<file path="src/design/aispse_pkg.sv">
// ----------------------------------------------------------------------------
// aispse_pkg - shared types and constants for the AIS position sentence encoder
// Holds the sentence template, the cell content type and the character
// helpers that build each byte of the sentence.
// ----------------------------------------------------------------------------
package aispse_pkg;

    localparam int SENT_LEN   = 48;
    localparam int POS_W      = 6;
    localparam int LAT_W      = 27;
    localparam int LON_W      = 28;
    localparam int HDG_W      = 9;
    localparam int CHR_W      = 8;

    localparam logic [POS_W-1:0] ID_POS     = 6'd18;
    localparam logic [POS_W-1:0] STAR_POS   = 6'd44;
    localparam logic [POS_W-1:0] HEX_HI_POS = 6'd45;
    localparam logic [POS_W-1:0] HEX_LO_POS = 6'd46;
    localparam logic [POS_W-1:0] LAST_POS   = 6'd47;

    localparam logic [CHR_W-1:0] CHR_BANG      = 8'h21;
    localparam logic [CHR_W-1:0] CHR_TARGET    = 8'h65;  // 'e'
    localparam logic [CHR_W-1:0] CHR_OWN       = 8'h66;  // 'f'
    localparam logic [5:0]       SIX_MASK      = 6'h3F;
    localparam logic [5:0]       ARMOR_SPLIT   = 6'd39;
    localparam logic [CHR_W-1:0] ARMOR_LO_OFS  = 8'd48;
    localparam logic [CHR_W-1:0] ARMOR_HI_OFS  = 8'd56;
    localparam logic [CHR_W-1:0] HEX_DIG_OFS   = 8'd48;
    localparam logic [CHR_W-1:0] HEX_ALPHA_OFS = 8'd55;

    // Constant characters of the sentence, byte 0 in the top bits.
    localparam logic [8*SENT_LEN-1:0] TEMPLATE =
        "!AIVDM,1,1,,A,13u?ftP00000000000000000069D,0*  \n";

    // Role of each byte as it leaves the head of the chain
    typedef enum logic [2:0] {
        K_PLAIN,
        K_SUM,
        K_HEX_HI,
        K_HEX_LO,
        K_LAST
    } t_kind;

    typedef struct packed {
        logic             vld;
        t_kind            kind;
        logic [CHR_W-1:0] chr;
    } t_cell;

    function automatic logic [CHR_W-1:0] armor6(input logic [5:0] v);
        logic [5:0] m;
        m = v & SIX_MASK;
        return (m > ARMOR_SPLIT) ? ({2'b00, m} + ARMOR_HI_OFS)
                                 : ({2'b00, m} + ARMOR_LO_OFS);
    endfunction

    function automatic logic [CHR_W-1:0] hex_digit(input logic [3:0] n);
        return (n < 4'd10) ? ({4'h0, n} + HEX_DIG_OFS)
                           : ({4'h0, n} + HEX_ALPHA_OFS);
    endfunction

    function automatic t_kind kind_of(input logic [POS_W-1:0] idx);
        t_kind k;
        priority if (idx == '0)             k = K_PLAIN;
        else if (idx < STAR_POS)            k = K_SUM;
        else if (idx == HEX_HI_POS)         k = K_HEX_HI;
        else if (idx == HEX_LO_POS)         k = K_HEX_LO;
        else if (idx == LAST_POS)           k = K_LAST;
        else                                k = K_PLAIN;
        return k;
    endfunction

    // Byte loaded into cell idx for a new position item
    function automatic logic [CHR_W-1:0] load_char(
        input logic [POS_W-1:0] idx,
        input logic [LAT_W-1:0] lat,
        input logic [LON_W-1:0] lon,
        input logic [HDG_W-1:0] hdg,
        input logic             tgt
    );
        logic [CHR_W-1:0] c;
        c = TEMPLATE[8*(SENT_LEN-1-int'(idx)) +: 8];
        unique case (idx)
            ID_POS:  c = tgt ? CHR_TARGET : CHR_OWN;
            6'd24:   c = armor6({1'b0, lon[27:23]});
            6'd25:   c = armor6(lon[22:17]);
            6'd26:   c = armor6(lon[16:11]);
            6'd27:   c = armor6(lon[10:5]);
            6'd28:   c = armor6({lon[4:0], lat[26]});
            6'd29:   c = armor6(lat[25:20]);
            6'd30:   c = armor6(lat[19:14]);
            6'd31:   c = armor6(lat[13:8]);
            6'd32:   c = armor6(lat[7:2]);
            6'd33:   c = armor6({lat[1:0], 4'b0000});
            6'd34:   c = armor6(6'd0);
            6'd35:   c = armor6({2'b00, hdg[8:5]});
            6'd36:   c = armor6({hdg[4:0], 1'b0});
            6'd37:   c = armor6(6'd0);
            default: c = TEMPLATE[8*(SENT_LEN-1-int'(idx)) +: 8];
        endcase
        return c;
    endfunction

endpackage

</file>
<file path="src/design/aispse_if.sv">
// ----------------------------------------------------------------------------
// aispse_if - channel interfaces of the AIS position sentence encoder
// Position item channel and sentence character channel, valid/ready.
// ----------------------------------------------------------------------------
interface aispse_pos_if;
    logic                                    valid;
    logic                                    ready;
    logic signed [aispse_pkg::LAT_W-1:0]     latitude;
    logic signed [aispse_pkg::LON_W-1:0]     longitude;
    logic        [aispse_pkg::HDG_W-1:0]     heading;
    logic                                    is_target;

    modport source (output valid, latitude, longitude, heading, is_target, input ready);
    modport sink   (input valid, latitude, longitude, heading, is_target, output ready);
endinterface

interface aispse_chr_if;
    logic                              valid;
    logic                              ready;
    logic [aispse_pkg::CHR_W-1:0]      character;
    logic                              last;

    modport source (output valid, character, last, input ready);
    modport sink   (input valid, character, last, output ready);
endinterface

</file>
<file path="src/design/aispse_cell.sv">
// ----------------------------------------------------------------------------
// aispse_cell - one byte cell of the sentence chain
// Loads its byte on a new item, otherwise takes its neighbour's byte on shift.
// ----------------------------------------------------------------------------
module aispse_cell (
    input  logic              i_clk,
    input  logic              i_rst_n,
    input  logic              i_load,
    input  logic              i_shift,
    input  aispse_pkg::t_cell i_load_cell,
    input  aispse_pkg::t_cell i_next,
    output aispse_pkg::t_cell o_cell
);

    logic                         r_vld;
    aispse_pkg::t_kind            r_kind;
    logic [aispse_pkg::CHR_W-1:0] r_chr;

    always_ff @(posedge i_clk) begin
        if (!i_rst_n) begin
            r_vld <= 1'b0;
        end else if (i_load) begin
            r_vld <= i_load_cell.vld;
        end else if (i_shift) begin
            r_vld <= i_next.vld;
        end
    end

    // payload: no reset
    always_ff @(posedge i_clk) begin
        if (i_load) begin
            r_kind <= i_load_cell.kind;
            r_chr  <= i_load_cell.chr;
        end else if (i_shift) begin
            r_kind <= i_next.kind;
            r_chr  <= i_next.chr;
        end
    end

    assign o_cell = '{vld: r_vld, kind: r_kind, chr: r_chr};

endmodule

</file>
<file path="src/design/ais_position_sentence_encoder_top.sv">
// ----------------------------------------------------------------------------
// ais_position_sentence_encoder_top - AIS type 1 !AIVDM sentence encoder
// Turns one position item into a 48-byte NMEA sentence, one byte per item out.
// ----------------------------------------------------------------------------
// Each accepted position item (latitude and longitude in 1/10000 minute,
// heading in degrees, target flag) produces exactly 48 output items: the
// ASCII sentence "!AIVDM,1,1,,A,<28 payload chars>,0*HH" and a line feed,
// with last set on the line feed. The sentence is held in a chain of 48
// byte cells that are all loaded together and shift one place towards
// the output head per taken byte, so an item lasts as long as the sink
// takes to accept all 48 of its bytes. The next position item is accepted
// while the line feed of the previous sentence is still at the head, so
// sentences follow one another with no gap. The checksum is the XOR of
// bytes 1 to 43, gathered as those bytes leave the head, and put out as
// two uppercase hex digits. Position and heading bits are packed as they
// come, with no range check.
// ----------------------------------------------------------------------------
module ais_position_sentence_encoder_top (
    input  logic                 i_clk,
    input  logic                 i_rst_n,
    aispse_pos_if.sink           i_pos,
    aispse_chr_if.source         o_chr
);

    localparam int NCELL = aispse_pkg::SENT_LEN;

    // chain contents, cell 0 is the output head
    aispse_pkg::t_cell w_cell [NCELL];
    aispse_pkg::t_cell w_load_cell [NCELL];

    logic w_adv;      // head may advance this cycle
    logic w_load;     // new item taken, load every cell
    logic w_out_fire; // head byte taken by the sink

    logic [aispse_pkg::CHR_W-1:0] r_chk;
    logic [aispse_pkg::CHR_W-1:0] n_chk;
    logic [aispse_pkg::CHR_W-1:0] w_head_chr;

    // Advance whenever the head is empty or its byte is being taken.
    assign w_adv      = !w_cell[0].vld || o_chr.ready;
    // Take a new item once only the head (the line feed) at most remains
    // and it is leaving now.
    assign i_pos.ready = !w_cell[1].vld && w_adv;
    assign w_load     = i_pos.valid && i_pos.ready;
    assign w_out_fire = w_cell[0].vld && o_chr.ready;

    // Build the chain: each cell loads its own sentence byte and otherwise
    // takes the byte from the cell behind it.
    for (genvar g = 0; g < NCELL; g++) begin : g_cell
        aispse_pkg::t_cell w_next;

        assign w_load_cell[g] = '{
            vld:  1'b1,
            kind: aispse_pkg::kind_of(aispse_pkg::POS_W'(g)),
            chr:  aispse_pkg::load_char(aispse_pkg::POS_W'(g),
                                        i_pos.latitude, i_pos.longitude,
                                        i_pos.heading, i_pos.is_target)
        };

        if (g == NCELL - 1) begin : g_tail
            // nothing behind the tail cell: shift in an empty slot
            assign w_next = '{vld: 1'b0, kind: aispse_pkg::K_PLAIN, chr: '0};
        end else begin : g_body
            assign w_next = w_cell[g+1];
        end

        aispse_cell u_cell (
            .i_clk       (i_clk),
            .i_rst_n     (i_rst_n),
            .i_load      (w_load),
            .i_shift     (w_adv),
            .i_load_cell (w_load_cell[g]),
            .i_next      (w_next),
            .o_cell      (w_cell[g])
        );
    end

    // Running checksum: clear on a new sentence, fold in each checksummed
    // byte as it leaves. A load only happens with the line feed or nothing
    // at the head, so the two never coincide with a checksummed byte.
    always_comb begin
        n_chk = r_chk;
        priority if (w_load) begin
            n_chk = '0;
        end else if (w_out_fire && (w_cell[0].kind == aispse_pkg::K_SUM)) begin
            n_chk = r_chk ^ w_cell[0].chr;
        end
    end

    always_ff @(posedge i_clk) begin
        if (!i_rst_n) begin
            r_chk <= '0;
        end else begin
            r_chk <= n_chk;
        end
    end

    // Head byte, with the hex digits of the checksum substituted in place.
    always_comb begin
        unique case (w_cell[0].kind)
            aispse_pkg::K_HEX_HI: w_head_chr = aispse_pkg::hex_digit(r_chk[7:4]);
            aispse_pkg::K_HEX_LO: w_head_chr = aispse_pkg::hex_digit(r_chk[3:0]);
            default:              w_head_chr = w_cell[0].chr;
        endcase
    end

    assign o_chr.valid     = w_cell[0].vld;
    assign o_chr.character = w_head_chr;
    assign o_chr.last      = (w_cell[0].kind == aispse_pkg::K_LAST);

    // A new sentence is loaded only behind an empty head or a line feed.
    a_load_after_last: assert property (@(posedge i_clk) disable iff (!i_rst_n)
        w_load |-> (!w_cell[0].vld || (w_cell[0].kind == aispse_pkg::K_LAST)))
        else $error("sentence loaded over unsent bytes");

    // A loaded sentence starts with '!' at the head.
    a_head_bang: assert property (@(posedge i_clk) disable iff (!i_rst_n)
        w_load |=> (w_cell[0].vld && (w_cell[0].chr == aispse_pkg::CHR_BANG)))
        else $error("sentence does not start with the start delimiter");

    // Valid bytes stay packed against the head.
    a_packed: assert property (@(posedge i_clk) disable iff (!i_rst_n)
        w_cell[1].vld |-> w_cell[0].vld)
        else $error("gap at the head of the byte chain");

endmodule
</file>
<file path="src/flat_wrapper.sv">
// flat-port wrapper written by rule: the top's interface ports become plain ports
module ais_position_sentence_encoder_top_flat 
  (i_clk, i_rst_n, i_pos_valid, i_pos_latitude, i_pos_longitude, i_pos_heading, i_pos_is_target, i_pos_ready, o_chr_valid, o_chr_character, o_chr_last, o_chr_ready);
  aispse_pos_if i_pos_i ();
  aispse_chr_if o_chr_i ();
  input  logic i_clk;
  input  logic i_rst_n;
  input wire logic [$bits(i_pos_i.valid)-1:0] i_pos_valid;
  input wire logic [$bits(i_pos_i.latitude)-1:0] i_pos_latitude;
  input wire logic [$bits(i_pos_i.longitude)-1:0] i_pos_longitude;
  input wire logic [$bits(i_pos_i.heading)-1:0] i_pos_heading;
  input wire logic [$bits(i_pos_i.is_target)-1:0] i_pos_is_target;
  output wire logic [$bits(i_pos_i.ready)-1:0] i_pos_ready;
  output wire logic [$bits(o_chr_i.valid)-1:0] o_chr_valid;
  output wire logic [$bits(o_chr_i.character)-1:0] o_chr_character;
  output wire logic [$bits(o_chr_i.last)-1:0] o_chr_last;
  input wire logic [$bits(o_chr_i.ready)-1:0] o_chr_ready;
  assign i_pos_i.valid = i_pos_valid;
  assign i_pos_i.latitude = i_pos_latitude;
  assign i_pos_i.longitude = i_pos_longitude;
  assign i_pos_i.heading = i_pos_heading;
  assign i_pos_i.is_target = i_pos_is_target;
  assign i_pos_ready = i_pos_i.ready;
  assign o_chr_valid = o_chr_i.valid;
  assign o_chr_character = o_chr_i.character;
  assign o_chr_last = o_chr_i.last;
  assign o_chr_i.ready = o_chr_ready;
  ais_position_sentence_encoder_top u_core (.i_clk(i_clk), .i_rst_n(i_rst_n), .i_pos(i_pos_i), .o_chr(o_chr_i));
endmodule
</file>
<file path="config.mk">
export PLATFORM = sky130hd
export DESIGN_NAME = ais_position_sentence_encoder_top_flat
export DESIGN_NICKNAME = d
export VERILOG_FILES = /design/src/design/aispse_pkg.sv /design/src/design/aispse_if.sv /design/src/design/aispse_cell.sv /design/src/design/ais_position_sentence_encoder_top.sv /design/src/flat_wrapper.sv
export SDC_FILE = /design/constraint.sdc
export NUM_CORES = 1
export LEC_CHECK = 0
export BUFFER_PORTS_ARGS = -buffer_cell sky130_fd_sc_hd__buf_2
export CORE_UTILIZATION = 37
export DETAILED_ROUTE_END_ITERATION = 8
export RECOVER_POWER = 100
export SLEW_MARGIN = 10
export SYNTH_ARGS = -nofsm -noshare
export SYNTH_HDL_FRONTEND = slang
export SYNTH_SLANG_ARGS = --single-unit
</file>
<file path="constraint.sdc">
create_clock -name i_clk -period 3.1 [get_ports i_clk]
set_input_delay 0.31 -clock i_clk [delete_from_list [all_inputs] [get_ports i_clk]]
set_output_delay 0.31 -clock i_clk [all_outputs]
set_load 0.01 [all_outputs]
</file>
==> results of run 1 <==
cells by family after synthesis:
group | Yosys count | synth area share [%]
other | 1 | 0.0204
adders and majority gates | 39 | 2.66
muxes | 16 | 0.967
buffers and inverters | 187 | 5.06
xor gates and xnor gates | 18 | 0.858
and+or+nand+nor | 1099 | 24.1
DFF | 476 | 56.8
AOI/OAI and AO/OA | 327 | 9.54
layout make-up:
class / count / area [um^2]
Sequential cell: 476 / 10400
Timing Repair Buffer: 118 / 728
Tap cell: 664 / 831
Clock buffer: 74 / 1430
Clock inverter: 13 / 95.1
Multi-Input combinational cell: 1500 / 7000
Fill cell: 4799 / 28300
Inverter: 34 / 135
flip-flops by register name, indices dropped and copies added, names as in the netlist:
signal / flops
u_core.r_chk: 7
u_core.g_cell.u_cell.r_vld: 48
u_core.g_cell.u_cell.r_chr: 284
u_core.g_cell.u_cell.r_kind: 137
where the power goes:
part           switching [uW]  total, uW  internal [uW]
logic                     941       1520            583
registers                 377       7580           7200
clock network            2320       5570           3250
layer usage:
metal,track usage [%],vias to the layer above,wire length (um)
li1,-,7113,-
met1,17.8,6502,16100
met2,23.7,189,16800
met3,3.34,56,1520
met4,4.65,2,809
met5,0,-,13
path summary, 6_finish.rpt:
check / from / to / slack, ns / depth (start not counted)
max: u_core.g_cell[1].u_cell.r_vld$_SDFFE_PN0P_ / u_core.g_cell[27].u_cell.r_chr[5]$_DFFE_PP_ / 0.55 / 3
min: i_pos_longitude[25] / u_core.g_cell[24].u_cell.r_chr[2]$_DFFE_PP_ / 0.04 / 3
max reg2reg: u_core.g_cell[1].u_cell.r_vld$_SDFFE_PN0P_ / u_core.g_cell[27].u_cell.r_chr[5]$_DFFE_PP_ / 0.55 / 3
min reg2reg: u_core.g_cell[33].u_cell.r_kind[2]$_SDFFE_PP0N_ / u_core.g_cell[33].u_cell.r_kind[2]$_SDFFE_PP0N_ / 0.45 / 2
layout by cell type, fill, tap and decap left out, types with 4 or more instances in the layout:
master / count
nor3_1: 7
xnor2_1: 11
clkbuf_8: 6
ha_1: 39
buf_12: 4
buf_2: 68
and2_1: 6
xor2_1: 7
clkbuf_16: 51
clkinv_2: 10
mux2_2: 14
nor2_1: 28
inv_1: 33
edfxtp_1: 91
o21ai_0: 45
a22oi_1: 8
nand2b_1: 6
a31oi_1: 60
dfxtp_1: 385
nand2_1: 895
clkbuf_1: 36
dlygate4sd3_1: 16
buf_4: 5
nand3_1: 138
nand4_1: 8
a21oi_1: 208
metrics by stage:
step | power (uW) | instance area, um^2 | instances
2_1_floorplan | 8810 | 18400 | 2163
3_3_place_gp | 9190 | 19100 | 2776
3_5_place_dp | 9270 | 19100 | 2776
4_1_cts | 14900 | 20800 | 2879
5_1_grt | 15500 | 20700 | 2879
6_report | 14700 | 20700 | 2879
critical path, stage by stage, from the launching register on:
cell            delay (ns)
dfxtp_1               0.54
nand3b_4              0.68
dlymetal6s2s_1        0.78
o21ai_0               0.20
==> flow_summary.ini, run 1 <==
[global_routing]
first_global_vias = 12900
grt.overflow.total = 0
grt_pass1_wl_um = 60400
globalRouteTotalUtil_pct = 14.1
antenna_found_initial = 1
grt_max_degree = 195

[synth]
synth_top_cell_by_area = dfxtp_1
syn-cell-area_um2 = 18400
synth_seq_cells = 476
synth_cell_type_count = 38
ys_async_sr_fraction_pct = 0
synth_edf_count = 91
synth_top_area_share_pct = 42.0
syn_area_per_cell_um2 = 8.49
ys_top_cells_by_count = 895 x nand2_1, 385 x dfxtp_1, 208 x a21oi_1
synth_area_leaders = dfxtp_1 42%, nand2_1 18%, edfxtp_1 15%
syn_inst = 2163
syn-num-nets = 2271
yosys_warnings = 0
seq_area_frac_synth_pct = 56.8
synth_ff_type = dfxtp_1
yosysMostFrequentCell = nand2_1

[timing]
totalNegativeSetupSlack_ns = 0
setup_ws_ns = 0.551
finalSetupViolCount = 0
whs_ns = 0.0369
rsz0062_at_grt = no
hold_viol = 0
fmax_mhz = 392
period_needed_ns = 2.55
maxSlewViolCount = 359
tightest_slew_ns = 1.93
relSlewSlack_pct = -28.3
worst_clock_skew_ns = 0.0112
period_share_pct = 82.2

[placed_design]
post-place-ws_ns = 0.911
dp_hpwl_um = 20300
portBuffers = 78
place_congestion = 0.809

[layout]
area_delta_synth_final_pct = 12.4
antenna_cells = 0
drive_gt1_share_pct = 7.72
nets = 2287
utilization_pct = 42.2

[clock_tree]
tritoncts = built
post-cts-setup-buffers = 0
clock_sinks = 476
cts_max_path_buffers = 3
holdBufCountCts = 16
clk_pin_slew_ns = 0.06
cts_root_buffer = clkbuf_16
numCtsBuffers = 49
htree_levels = 2
cts.repair.resized = 0
insertion_delay_ns = 0.57

[worst_setup_path]
worstPathArrival_ns = 2.83
crit_path_start_kind = flip-flop
crit_fanout = 59
required_ns = 3.38
endpoint_kind = flip-flop
path_class = reg -> reg

[die]
ios = 80
core-area_um2 = 49000
rows = 81
dieWidth_um = 225
dieArea_um2 = 50600
die_h_um = 225
initial_core_util_pct = 37.5

[routing]
vias = 13900
wl_per_cell_um = 12.3
ant_nets = 0
routed_via_density = 4.81
drc = 0
first_pass_iters = 5
drtIter0Drc = 971
wirelength_um = 35300

[power]
leakagePower_uw = 0.00843
power_density_nw_per_um2 = 710
vdd_drop_max_uv = 382

[job]
max-cap-violations = 2

[status]
outcome = finished, violations left
failed_checks = max-capacitance violations, max-slew violations

[min_path]
hold_path_class = in -> reg
Note: power is estimated with default switching activity, not from simulation.
==> inputs of run 2 (changes only) <==
Clock period 3.1 ns to 2.2 ns, I/O delays scaled along.
==> run 2 against run 1 <==
  * The flow now finishes without violations
  * Clock power up 48%
  * Register-to-register slack lost 0.43 ns
  * Sequential share of layout area is 1.2 points lower
  * Clock skew is 0.010 ns higher
  * Via count increased by 1.3%
  * Worst setup slack got worse by 0.46 ns
  * Count of clock-buffer cells in the layout grew 7
  * Routed wire length rose by 4.0%
  * Die area is the same
  * Critical endpoint is now o_chr_character[2]
==> flow_summary.ini, run 2 (synthesized netlist as in run 1, its figures left out) <==
[worst_setup_path]
endpoint_kind = primary output
critPathTopFamily = compound AO/OA/AOI/OAI gates
max_stage_delay_ns = 0.34
crit_path_start_kind = flip-flop
crit_chain = inv_1 > ha_2 > a21bo_2 > nand3_1 > o21ai_0 > o21ai_1 > buf_2
reg2reg_to = u_core.g_cell[31].u_cell.r_kind[2]$_SDFFE_PP0N_
crit_fanout = 3
worstPathArrival_ns = 1.89
path_class = reg -> out
cp.buffers_inverters = 2
required_ns = 1.98
worstRegToRegCells = 6
slowest_stage = dfxtp_1
r2r_start = u_core.g_cell[0].u_cell.r_vld$_SDFFE_PN0P_
r2r_setup_slack_ns = 0.12

[status]
outcome = complete, no violations

[timing]
period_share_pct = 95.9
relSlewSlack_pct = 32.0
fmax_mhz = 474
finalSetupViolCount = 0
maxSlewViolCount = 0
hold_viol = 0
rsz0062_at_grt = no
worst_clock_skew_ns = 0.0215
tightest_slew_ns = 1.02
period_needed_ns = 2.11
whs_ns = 0.0632

[job]
max-cap-violations = 0

[min_path]
holdPathStages = 3
holdPathEnd = u_core.r_chk[1]$_SDFFE_PP0P_
hold_path_class = in -> reg
hp-start = i_rst_n

[layout]
final_common_cell = nand2_1
largest_reg_flops = 284
utilization_pct = 43.2
area_delta_synth_final_pct = 15.2
antenna_cells = 0
nets = 2319
post-route-cell-area_um2 = 21200
layout_common_cells = 895 x nand2_1, 382 x dfxtp_1, 208 x a21oi_1, 138 x nand3_1, 91 x edfxtp_1
top_regs = u_core.g_cell.u_cell.r_chr x284, u_core.g_cell.u_cell.r_kind x137, u_core.g_cell.u_cell.r_vld x48
multi_input_area_um2 = 7010
nFillCells = 4792
regMostFlops = u_core.g_cell.u_cell.r_chr
drive_gt1_share_pct = 9.16
seq_area_um2 = 10400

[routing]
first_pass_iters = 5
wl_per_cell_um = 12.6
drtIter0Drc = 844
wirelength_um = 36700
ant_nets = 0
drc = 0
vias = 14000
routed_via_density = 4.82

[global_routing]
grt_max_degree = 156
globalRouteTotalUtil_pct = 14.7
first_global_vias = 13400
grt_pass1_wl_um = 62700
antenna_found_initial = 1
grt.overflow.total = 0

[power]
vdd_drop_max_uv = 588
power_density_nw_per_um2 = 999
leakagePower_uw = 0.00870

[placed_design]
place_congestion = 0.778
place_area_um2 = 19200
portBuffers = 78
dp_hpwl_um = 21300

[clock_tree]
insertion_delay_ns = 0.58
htree_levels = 2
clock_sinks = 476
cts_root_buffer = clkbuf_16
tritoncts = built
numCtsBuffers = 49
clk_pin_slew_ns = 0.06
cts_max_path_buffers = 3

[die]
dieArea_um2 = 50600
dieWidth_um = 225
ios = 80
core-area_um2 = 49000
initial_core_util_pct = 37.5
rows = 81
die_h_um = 225
[run 2: cell types whose count changed in the layout (fill, tap and decap cells not counted), moves of 3 or more]
| cell | delta |
|---|---|
| dfxtp_2 | +3 |
| clkbuf_8 | +6 |
| buf_6 | +6 |
| clkbuf_1 | -16 |
| dfxtp_1 | -3 |
| buf_4 | +7 |
| clkbuf_4 | +3 |
| dlygate4sd3_1 | +23 |
| buf_2 | +7 |
| clkinv_2 | -4 |
[run 2: metal layers]
metal  wire length (um)  part of all wire (%)  track usage, %  vias to the layer above
li1                   -                     -               -                     7188
met5                 13                 0.035               0                        -
met2              18000                    49            25.5                      199
met3               1250                   3.4            2.57                       63
met1              16600                    45            18.3                     6594
met4                815                   2.2            5.51                        2
[run 2: cell type report]
| cell class | count | share of cell area [%] |
|---|---|---|
| flip-flops and latches | 476 | 49.3 |
| clock buffers | 81 | 7.28 |
| repair buffers | 150 | 5.33 |
| inverters | 34 | 0.639 |
| clock inverters | 9 | 0.367 |
| multi-input cells | 1500 | 33.1 |
| well taps | 664 | 3.93 |
[run 2: through the flow]
step / setup TNS [ns] / setup WS [ns] / std cells / power [uW]
4_1_cts: -0.0633 / -0.0633 / 2913 / 21500
3_5_place_dp: 0 / 0.314 / 2783 / 13100
2_1_floorplan: 0 / 0.316 / 2163 / 12400
5_1_grt: 0 / 0.00468 / 2914 / 22200
3_3_place_gp: 0 / 0.365 / 2783 / 13000
6_report: 0 / 0.0896 / 2914 / 21100
[run 2: worst max path at each step]
stage	endpoint	slack, ns	depth (start not counted)	startpoint
2_1_floorplan	u_core.g_cell[18].u_cell.r_chr[0]$_DFFE_PP_	0.32	5	u_core.g_cell[0].u_cell.r_vld$_SDFFE_PN0P_
3_3_place_gp	u_core.g_cell[25].u_cell.r_chr[3]$_DFFE_PP_	0.36	5	u_core.g_cell[0].u_cell.r_vld$_SDFFE_PN0P_
3_5_place_dp	u_core.g_cell[25].u_cell.r_chr[3]$_DFFE_PP_	0.31	5	u_core.g_cell[0].u_cell.r_vld$_SDFFE_PN0P_
4_1_cts	o_chr_character[2]	-0.06	7	u_core.r_chk[1]$_SDFFE_PP0P_
5_1_grt	o_chr_character[1]	0.005	6	u_core.r_chk[0]$_SDFFE_PP0P_
6_report	o_chr_character[2]	0.09	7	u_core.r_chk[0]$_SDFFE_PP0P_
[run 2: power by group]
| part | internal [uW] | switching [uW] |
|---|---|---|
| combinational | 883 | 1360 |
| sequential | 10100 | 532 |
| clock | 4890 | 3340 |
| total | 15900 | 5230 |
[run 2: worst min-delay path, stage by stage]
cell and delay (ns):
buf_2 0.11, nand2_1 0.20, nor2_1 0.08
[run 2: repair_timing]
item                                    4_1_cts  5_1_grt
cloned                                        1        0
setup buffers                                 0        1
hold endpoints to repair                     41        0
pin swaps                                     0        1
resized for setup                             3        6
endpoints found under the setup margin        3        6
hold buffers                                 39        0
